--- src/rtl/zpsag_pkg.sv ---
// shared types and constants of the zoom and pan source address generator
`default_nettype none

package zpsag_pkg;

  // saturation limits
  localparam int MAX_IMAGE_DIM   = 4096;
  localparam int MAX_VIEW_WIDTH  = 512;
  localparam int MAX_VIEW_HEIGHT = 256;
  localparam int INVZ_MIN        = 8192;
  localparam int INVZ_MAX        = 262144;

  localparam int CFG_INDEX_W = 3;
  localparam int CFG_DATA_W  = 19;

  typedef enum logic [CFG_INDEX_W-1:0] {
    REG_VIEW_WIDTH     = 3'd0,
    REG_VIEW_HEIGHT    = 3'd1,
    REG_IMAGE_WIDTH    = 3'd2,
    REG_IMAGE_HEIGHT   = 3'd3,
    REG_INVERSE_ZOOM   = 3'd4,
    REG_PAN_HORIZONTAL = 3'd5,
    REG_PAN_VERTICAL   = 3'd6
  } cfg_reg_t;

  // register file contents, already saturated
  typedef struct packed {
    logic [9:0]         view_width;
    logic [8:0]         view_height;
    logic [12:0]        image_width;
    logic [12:0]        image_height;
    logic [18:0]        inverse_zoom;
    logic signed [13:0] pan_horizontal;
    logic signed [13:0] pan_vertical;
  } cfg_t;

  // per-stage advance enables
  typedef struct packed {
    logic s1;
    logic s2;
    logic s3;
    logic s4;
  } stage_en_t;

endpackage

`default_nettype wire

--- src/rtl/zpsag_cfg.sv ---
// configuration register file with saturation on write
`default_nettype none

module zpsag_cfg (
  input  wire                               clk,
  input  wire                               rst,
  input  wire                               cfg_valid,
  output logic                              cfg_ready,
  input  wire  [zpsag_pkg::CFG_INDEX_W-1:0] cfg_index,
  input  wire  [zpsag_pkg::CFG_DATA_W-1:0]  cfg_data,
  output zpsag_pkg::cfg_t                   cfg
);
  import zpsag_pkg::*;

  function automatic logic [31:0] sat_u(logic [31:0] raw, int lo, int hi);
    logic [31:0] r;
    begin
      r = raw;
      if (int'(raw) < lo) r = 32'(lo);
      if (int'(raw) > hi) r = 32'(hi);
      return r;
    end
  endfunction

  function automatic logic signed [13:0] sat_pan(logic [13:0] raw);
    logic signed [31:0] s;
    begin
      s = 32'(signed'(raw));
      if (s < -MAX_IMAGE_DIM) s = -MAX_IMAGE_DIM;
      if (s > MAX_IMAGE_DIM)  s = MAX_IMAGE_DIM;
      return 14'(s);
    end
  endfunction

  assign cfg_ready = 1'b1;

  always_ff @(posedge clk) begin
    if (rst) begin
      cfg.view_width     <= 10'(sat_u(32'd456, 1, MAX_VIEW_WIDTH));
      cfg.view_height    <= 9'(sat_u(32'd190, 1, MAX_VIEW_HEIGHT));
      cfg.image_width    <= '0;
      cfg.image_height   <= '0;
      cfg.inverse_zoom   <= 19'd65536;
      cfg.pan_horizontal <= '0;
      cfg.pan_vertical   <= '0;
    end else if (cfg_valid && cfg_ready) begin
      unique case (cfg_reg_t'(cfg_index))
        REG_VIEW_WIDTH:
          cfg.view_width <= 10'(sat_u(32'(cfg_data[9:0]), 1, MAX_VIEW_WIDTH));
        REG_VIEW_HEIGHT:
          cfg.view_height <= 9'(sat_u(32'(cfg_data[8:0]), 1, MAX_VIEW_HEIGHT));
        REG_IMAGE_WIDTH:
          cfg.image_width <= 13'(sat_u(32'(cfg_data[12:0]), 0, MAX_IMAGE_DIM));
        REG_IMAGE_HEIGHT:
          cfg.image_height <= 13'(sat_u(32'(cfg_data[12:0]), 0, MAX_IMAGE_DIM));
        REG_INVERSE_ZOOM:
          cfg.inverse_zoom <= 19'(sat_u(32'(cfg_data), INVZ_MIN, INVZ_MAX));
        REG_PAN_HORIZONTAL:
          cfg.pan_horizontal <= sat_pan(cfg_data[13:0]);
        REG_PAN_VERTICAL:
          cfg.pan_vertical <= sat_pan(cfg_data[13:0]);
        default: ;  // unknown index, write dropped
      endcase
    end
  end

endmodule

`default_nettype wire

--- src/rtl/zpsag_axis.sv ---
// one axis of the coordinate map: offset, scale, translate and range check
`default_nettype none

module zpsag_axis #(
  parameter int V_W = 9
) (
  input  wire                        clk,
  input  wire  zpsag_pkg::stage_en_t en,
  input  wire  [V_W-1:0]             v,
  input  wire  [V_W:0]               vdim,
  input  wire  [12:0]                idim,
  input  wire  signed [13:0]         pan,
  input  wire  [18:0]                invz,
  output logic [12:0]                coord,
  output logic                       in_image
);
  import zpsag_pkg::*;

  localparam int D_W = V_W + 2;    // centered coordinate
  localparam int P_W = D_W + 20;   // scaled coordinate
  localparam int S_W = 32;         // Q16 source coordinate
  localparam int Q_SH = 16;

  // stage 1: center on the viewport
  logic signed [D_W-1:0] d1;
  logic                  in_view1;
  // stage 2: scale by inverse zoom
  logic signed [P_W-1:0] prod2;
  logic                  in_view2;

  logic signed [S_W-1:0] s;
  logic signed [S_W-1:0] limit;

  always_ff @(posedge clk) begin
    if (en.s1) begin
      d1       <= $signed({2'b00, v}) - $signed({2'b00, vdim[V_W:1]});
      in_view1 <= {1'b0, v} < vdim;
    end
    if (en.s2) begin
      prod2    <= d1 * $signed({1'b0, invz});
      in_view2 <= in_view1;
    end
  end

  // stage 3: add half the image and the pan, then truncate toward zero
  always_comb begin
    s = S_W'(prod2) + $signed({4'b0000, idim, 15'b0}) + (S_W'(pan) <<< Q_SH);
    limit = $signed({3'b000, idim, 16'b0});
  end

  always_ff @(posedge clk) begin
    if (en.s3) begin
      coord    <= (s > 0) ? s[Q_SH+12:Q_SH] : 13'd0;
      in_image <= in_view2 && (idim != 13'd0) &&
                  (s > -(S_W'(1) <<< Q_SH)) && (s < limit);
    end
  end

endmodule

`default_nettype wire

--- src/rtl/zpsag_index.sv ---
// linear index from column and row, black fill for pixels outside
`default_nettype none

module zpsag_index (
  input  wire                        clk,
  input  wire  zpsag_pkg::stage_en_t en,
  input  wire  [12:0]                cx,
  input  wire  [12:0]                cy,
  input  wire                        x_ok,
  input  wire                        y_ok,
  input  wire  [12:0]                image_width,
  output logic [23:0]                source_index,
  output logic                       source_valid
);
  import zpsag_pkg::*;

  logic [25:0] lin;

  assign lin = cy * image_width + 26'(cx);

  always_ff @(posedge clk) begin
    if (en.s4) begin
      source_valid <= x_ok && y_ok;
      source_index <= (x_ok && y_ok) ? lin[23:0] : 24'd0;
    end
  end

endmodule

`default_nettype wire

--- src/rtl/zoom_pan_source_address_generator_top.sv ---
// top level of the zoom and pan source address generator
// Usage:
//   pixel channel: one beat carries a viewport column view_x and row view_y.
//   addr channel: one beat per pixel beat, in order, carrying source_index
//   (row times image width plus column) and source_valid (0 means black fill,
//   index then reads 0).
//   cfg channel: register index and data, always ready; write only while no
//   pixel is in flight. Register indexes beyond the list are ignored.
// Pipeline: the registered stages from pixel acceptance to the result beat are
//   center, scale multiply, translate and range check, index multiply-add.
// Throughput: one pixel per cycle unless the output stalls; each stage holds
//   one beat, advances when its successor is empty or moving; bubbles close up.
// Stall: addr_stall freezes the output register; pixel_stall rises only when
//   every stage is full and the output is stalled, so nothing is lost.
// Reset: rst (synchronous) empties the pipeline and loads the register
//   defaults: 456 by 190 viewport, no image, zoom 1, no pan.
`default_nettype none

module zoom_pan_source_address_generator_top (
  input  wire                               clk,
  input  wire                               rst,
  // configuration writes
  input  wire                               cfg_valid,
  output logic                              cfg_ready,
  input  wire  [zpsag_pkg::CFG_INDEX_W-1:0] cfg_index,
  input  wire  [zpsag_pkg::CFG_DATA_W-1:0]  cfg_data,
  // viewport pixels
  input  wire                               pixel_valid,
  output logic                              pixel_stall,
  input  wire  [8:0]                        view_x,
  input  wire  [7:0]                        view_y,
  // source addresses
  output logic                              addr_valid,
  input  wire                               addr_stall,
  output logic [23:0]                       source_index,
  output logic                              source_valid
);
  import zpsag_pkg::*;

  cfg_t      cfg;
  stage_en_t en;

  // valid bits travel alongside each stage
  logic v1;
  logic v2;
  logic v3;
  logic v4;

  logic [12:0] cx;
  logic [12:0] cy;
  logic        x_ok;
  logic        y_ok;

  zpsag_cfg u_cfg (
    .clk       (clk),
    .rst       (rst),
    .cfg_valid (cfg_valid),
    .cfg_ready (cfg_ready),
    .cfg_index (cfg_index),
    .cfg_data  (cfg_data),
    .cfg       (cfg)
  );

  // a stage advances when it is empty or its successor advances
  always_comb begin
    en.s4 = !v4 || !addr_stall;
    en.s3 = !v3 || en.s4;
    en.s2 = !v2 || en.s3;
    en.s1 = !v1 || en.s2;
  end

  assign pixel_stall = !en.s1;
  assign addr_valid  = v4;

  always_ff @(posedge clk) begin
    if (rst) begin
      v1 <= 1'b0;
      v2 <= 1'b0;
      v3 <= 1'b0;
      v4 <= 1'b0;
    end else begin
      if (en.s1) v1 <= pixel_valid;
      if (en.s2) v2 <= v1;
      if (en.s3) v3 <= v2;
      if (en.s4) v4 <= v3;
    end
  end

  // horizontal axis
  zpsag_axis #(.V_W(9)) u_axis_x (
    .clk      (clk),
    .en       (en),
    .v        (view_x),
    .vdim     (cfg.view_width),
    .idim     (cfg.image_width),
    .pan      (cfg.pan_horizontal),
    .invz     (cfg.inverse_zoom),
    .coord    (cx),
    .in_image (x_ok)
  );

  // vertical axis
  zpsag_axis #(.V_W(8)) u_axis_y (
    .clk      (clk),
    .en       (en),
    .v        (view_y),
    .vdim     (cfg.view_height),
    .idim     (cfg.image_height),
    .pan      (cfg.pan_vertical),
    .invz     (cfg.inverse_zoom),
    .coord    (cy),
    .in_image (y_ok)
  );

  // row times width plus column into the output register
  zpsag_index u_index (
    .clk          (clk),
    .en           (en),
    .cx           (cx),
    .cy           (cy),
    .x_ok         (x_ok),
    .y_ok         (y_ok),
    .image_width  (cfg.image_width),
    .source_index (source_index),
    .source_valid (source_valid)
  );

endmodule

`default_nettype wire

--- config.mk ---
export PLATFORM = sky130hd
export DESIGN_NAME = zoom_pan_source_address_generator_top
export DESIGN_NICKNAME = d
export VERILOG_FILES = /design/src/rtl/zpsag_pkg.sv /design/src/rtl/zpsag_cfg.sv /design/src/rtl/zpsag_axis.sv /design/src/rtl/zpsag_index.sv /design/src/rtl/zoom_pan_source_address_generator_top.sv
export SDC_FILE = /design/constraint.sdc
export NUM_CORES = 2
export LEC_CHECK = 0
export ABC_CLOCK_PERIOD_IN_PS = 6500
export BUFFER_PORTS_ARGS = -buffer_cell sky130_fd_sc_hd__buf_2
export CAP_MARGIN = 30
export CORE_MARGIN = 5
export CORE_UTILIZATION = 40
export CTS_BUF_LIST = sky130_fd_sc_hd__clkbuf_8
export DETAILED_ROUTE_END_ITERATION = 12
export GPL_ROUTABILITY_DRIVEN = 0
export HOLD_SLACK_MARGIN = 0.12
export PLACE_DENSITY = 0.63
export SETUP_SLACK_MARGIN = 0.1
export SLEW_MARGIN = 20
export SYNTH_ARGS = -nofsm -noshare
export SYNTH_HDL_FRONTEND = slang
export SYNTH_SLANG_ARGS = --single-unit
export TNS_END_PERCENT = 50
--- constraint.sdc ---
create_clock -name clk -period 6.5 [get_ports clk]
set_input_delay 1.3 -clock clk [delete_from_list [all_inputs] [get_ports clk]]
set_output_delay 1.3 -clock clk [all_outputs]
set_load 0.02 [all_outputs]
-- Word level (Yosys, flattened, before mapping)
Index checks and enable logic that the tools add are counted.
- reduce and logical (&&, ||, !) cells: 27
- $lt $le $gt $ge: 18
- mux-type cells: 16
- equal/unequal tests: 6
- add/subtract/negate cells: 7
- $mul: 3
- operators with widths (operator ; number):
    $mux W32 ; 7
    $gt A32 B1 Y1 const B ; 2
    $gt A32 B14 Y1 const B ; 2
    $gt A32 B17 Y1 const B ; 2
    $lt A32 B30 Y1 ; 2
    $mux W19 ; 2
    $add A31 B29 Y32 ; 1
    $add A31 B30 Y32 ; 1
    $add A32 B30 Y32 ; 1
    $add A30 B29 Y31 ; 1
    $mul A10 B20 Y30 ; 1
    $mul A9 B20 Y29 ; 1
    $mux W14 ; 2
    $reduce_bool A13 Y1 ; 2
    $add A24 B13 Y24 ; 1
    $mul A13 B13 Y24 ; 1
    $mux W10 ; 2
    $gt A19 B19 Y1 const B ; 1
    $lt A19 B14 Y1 const B ; 1
    $mux W9 ; 2
    $lt A14 B13 Y1 const B ; 1
    $reduce_and A2 Y1 ; 7
    $gt A13 B13 Y1 const B ; 1
    $mux W13 ; 1
    other kinds (15) ; 32
- input bits: 44
- word-level logic and storage cells: 102
- bits in registers: 233
- output and inout bits: 28

-- Depth between registers and ports, before layout
- word-level depth: 7
- gate-level depth with buffers: 23
- depth with buffers taken out: 22

-- Modules after synthesis
From an unflattened synthesis, not the netlist that was laid out.
- cells, all modules: 3156
- area, all modules: 29903.7 um^2
- by module, submodules not included (module ; cells an instance ; sequential area each (um^2) ; area an instance (um^2) ; instances):
    zpsag_axis (u_axis_x) ; 1103 ; 1681.6 ; 10227.3 ; 1
    zpsag_axis (u_axis_y) ; 891 ; 1621.6 ; 8952.3 ; 1
    zpsag_index ; 752 ; 750.7 ; 6921.6 ; 1
    zpsag_cfg ; 393 ; 1841.8 ; 3637.2 ; 1
    zoom_pan_source_address_generator_top ; 17 ; 80.1 ; 165.2 ; 1

-- Worst setup path after synthesis
Ideal clock, no wire load.
- path kind: register to register
- start: reg u_axis_y.coord[6]
- end: reg u_index.source_index[23] (data pin)
- data required time: 6.353 ns
- slack: 0.665 ns
- cell stages (with the launch flop): 22
- path buffers: 1
- data arrival time: 5.688 ns
- clock period less this slack: 5.835 ns
- setup time: 0.147 ns
- path through: edfxtp_1 -> clkbuf_1 -> and2_1 -> fa_1 -> inv_1 -> fa_1 -> inv_1 -> fa_1 -> fa_1 -> fa_1 -> inv_1 -> fa_1 -> inv_1 -> ha_1 -> o21ai_0 -> a21oi_1 -> o2111ai_1 -> a211oi_2 -> a211oi_2 -> o211a_1 -> or3_1 -> a21oi_1
- longest elaborated chain between the ends: 2
- RTL lines (element ; RTL line ; text):
    start, declared ; zpsag_axis.sv:14 ; output logic [12:0] coord,
    start signal, assigned ; zpsag_axis.sv:53 ; coord <= (s > 0) ? s[Q_SH+12:Q_SH] : 13'd0;
    $mul A13 B13 Y24 ; zpsag_index.sv:19 ; assign lin = cy * image_width + 26'(cx);
    $add A24 B13 Y24 ; zpsag_index.sv:19 ;
    end signal, assigned ; zpsag_index.sv:24 ; source_index <= (x_ok && y_ok) ? lin[23:0] : 24'd0;
    end, declared ; zpsag_index.sv:12 ; output logic [23:0] source_index,
Every way passes these cells.
A chain may end at the register's enable or synchronous reset.

-- Worst setup path after layout
- start: reg, netlist name u_cfg.cfg[63]
- end: reg u_index.source_index[22] (data pin)
- longest elaborated chain between the ends: 2
- RTL lines (element ; RTL line):
    $mul A13 B13 Y24 ; zpsag_index.sv:19
    $add A24 B13 Y24 ; zpsag_index.sv:19
Every way passes these cells.

==> results.ini <==
[run_status]
status=finished clean

[route]
num_vias=21200
vias_per_cell=5.01
antenna_left=0
drt_pass1_iterations=5
drtIter0Drc=1031
routedWlPerCell_um=16.8
drcViolationCount=0
routed_wl_mm=71.3

[place]
dp_cells=4151
place_ws_ns=0.450
post-dp-hpwl_mm=58.2
io_buffers=70

[die]
core-area_mm2=0.0731
die_h_um=282
die_area_mm2=0.0793
io-pin-count=72
num_rows=99
start_util=0.404
dieWidth_um=282

[clocking]
numCtsBuffers=44
cts_root_buf=clkbuf_8
postCtsHoldBufs=0
clock_path_buffers=3
clkTransAtPathRegs_ns=0.06
clock_sinks=231
cts_tree=yes
cts_setup_buffers=0
htreeDepth=2
worstSkewPairLatency_ns=0.62

[global_routing]
grt_max_degree=64
grt_overflow=0
grt_pass1_vias=21800
antenna_found_initial=9
grt_pass1_wl_mm=116
grt.total_usage=0.182

[setup_path]
worstPathRequired_ns=6.87
r2r_start=u_cfg.cfg[63]
worstSetupStartpoint=u_cfg.cfg[63]
criticalPathCategory=flip-flop to flip-flop
critPathCaptureType=flip-flop
path_max_fanout=11
critPathArrivalTime_ns=6.35
cp-start-kind=flip-flop

[timing]
setup_tns_ns=0
final.period_utilization=0.921
skew_ns=0.0209
hold_viol_final=0
relSlewSlack=0.450
period_needed_ns=5.98
max_freq_ghz=0.167
finalSetupViolCount=0
rsz0062_at_grt=no
drv_slew=0
worstMarginPinSlew_ns=0.823
setup_ws_ns=0.516

[final_layout]
syn2layout_area_growth_pct=8.49
layout.cells.most_common_list=inv_1, fa_1, nand2_1
stdcell_count=4241
drive_gt1_frac=0.0715
layout_commonest_cell=inv_1
nets=4025

[yosys]
synthCells=3188
synth_edf_count=135
synth_nets=3974
synthesis.area_mm2=0.0295
async_reset_ff_frac=0
synth.distinct_cells=78
dominantRegCellSynth=edfxtp_1
synth-seq-cells=231
yosys_warnings=0
synth-seq-area-share=0.203
syn_avg_cell_area_um2=9.25

[worst_hold_path]
min-delay-start=u_axis_y.in_view1
hp-class=flip-flop to flip-flop

[power]
powerDensity_mw_per_mm2=172
irDropWorstVdd_uv=151
power_mw=5.52
p_leak_nw=15.7

[job]
maxCapViolCount=0

==> critical path: stages, from the launching register on <==
cell	delay [ns]
dfxtp_1	0.48
nand2_1	0.13
fa_1	0.55
inv_1	0.06
fa_1	0.51
fa_1	0.51
inv_1	0.05
fa_1	0.47
fa_1	0.54
inv_1	0.05
fa_1	0.45
ha_1	0.34
o21ai_0	0.23
a21oi_2	0.07
buf_4	0.14
and2_1	0.17
a31oi_1	0.30
a211oi_1	0.12
buf_4	0.16
a32oi_1	0.22
a211o_1	0.16
nand2_1	0.05
==> sequential cells by signal, indices dropped and copies added, names as in the netlist, 9 cells and up <==
register              flops
u_axis_x.d1              10
u_axis_y.coord           13
u_axis_y.prod2           29
u_cfg.cfg                92
u_axis_x.coord           13
u_axis_y.d1               9
u_index.source_index     24
u_axis_x.prod2           30
==> synth_stat cells (all sizes together) (6+ instances only) <==
master / n / share of area
a311oi: 6 / 0.0022
nor3: 21 / 0.0039
and2: 241 / 0.051
a211o: 13 / 0.0039
o21bai: 12 / 0.0031
xnor2: 69 / 0.020
o211ai: 10 / 0.0027
nor4: 20 / 0.0045
xor2: 36 / 0.011
nand4: 16 / 0.0034
o21a: 7 / 0.0018
nand2: 390 / 0.050
a211oi: 21 / 0.0059
o31ai: 6 / 0.0015
inv: 561 / 0.071
and3: 13 / 0.0028
nand3: 56 / 0.0095
edfxtp: 135 / 0.14
nor2b: 54 / 0.011
dfxtp: 96 / 0.065
a21oi: 151 / 0.026
o21ai: 63 / 0.011
fa: 412 / 0.28
ha: 330 / 0.14
a22oi: 17 / 0.0043
a21boi: 6 / 0.0015
clkbuf: 116 / 0.015
a21o: 48 / 0.012
buf: 18 / 0.0032
nor3b: 11 / 0.0028
nand2b: 29 / 0.0061
nor2: 136 / 0.017
a31oi: 13 / 0.0028
==> where the power goes <==
part           leakage [nW]  internal (mW)  total, mW  switching [mW]
registers              2.31           1.79       1.97           0.188
clock network         0.490          0.790       1.45           0.655
logic                  12.9          0.860       2.10            1.24
==> path summary, 6_finish.rpt <==
kind	end	slack (ns)	cells past startpoint
setup / recovery	u_index.source_index[22]	0.52	21
hold / removal	u_axis_y.in_view2	0.41	0
hold reg to reg	u_axis_y.in_view2	0.41	0
setup reg to reg	u_index.source_index[22]	0.52	21
==> layout make-up <==
type	instances	area [um^2]
Clock inverter	31	205
Inverter	561	2110
Fill cell	7195	41100
Multi-Input combinational cell	2262	20900
Antenna cell	8	20.0
Tap cell	959	1200
Clock buffer	50	688
Sequential cell	231	5980
Timing Repair Buffer	139	898
==> metrics by stage <==
| step | utilization | hold WS [ns] | instance area, um^2 |
|---|---|---|---|
| global placement | 0.424 | 0.404 | 31000 |
| floorplan | - | 0.400 | 29500 |
| CTS | 0.437 | 0.416 | 32000 |
| finish | 0.438 | 0.414 | 32000 |
| global route | 0.438 | 0.428 | 32000 |
| detailed placement | 0.425 | 0.405 | 31100 |
==> timing repair <==
action / 4_1_cts / 5_1_grt
endpoints found under the setup margin: 0 / 1
endpoints found under the hold margin: 0 / 0
gates resized for setup: 0 / 2
==> cells by family after synthesis <==
logic type | share of synthesized area
simple gates | 0.166
fa+ha+maj | 0.420
buf+inv | 0.0893
compound gates | 0.0887
flops | 0.203
xor+xnor | 0.0312
mux | 0.00187
other cells | 0.000127
==> metal layers <==
metal | global-route usage | wire (um) | vias to the layer above
li1 | - | - | 10300
met5 | 0.00477 | 75 | -
met3 | 0.0372 | 4770 | 93
met1 | 0.253 | 32600 | 10400
met4 | 0.0431 | 1640 | 6
met2 | 0.297 | 32200 | 508
(Power assumes the default switching activity.)
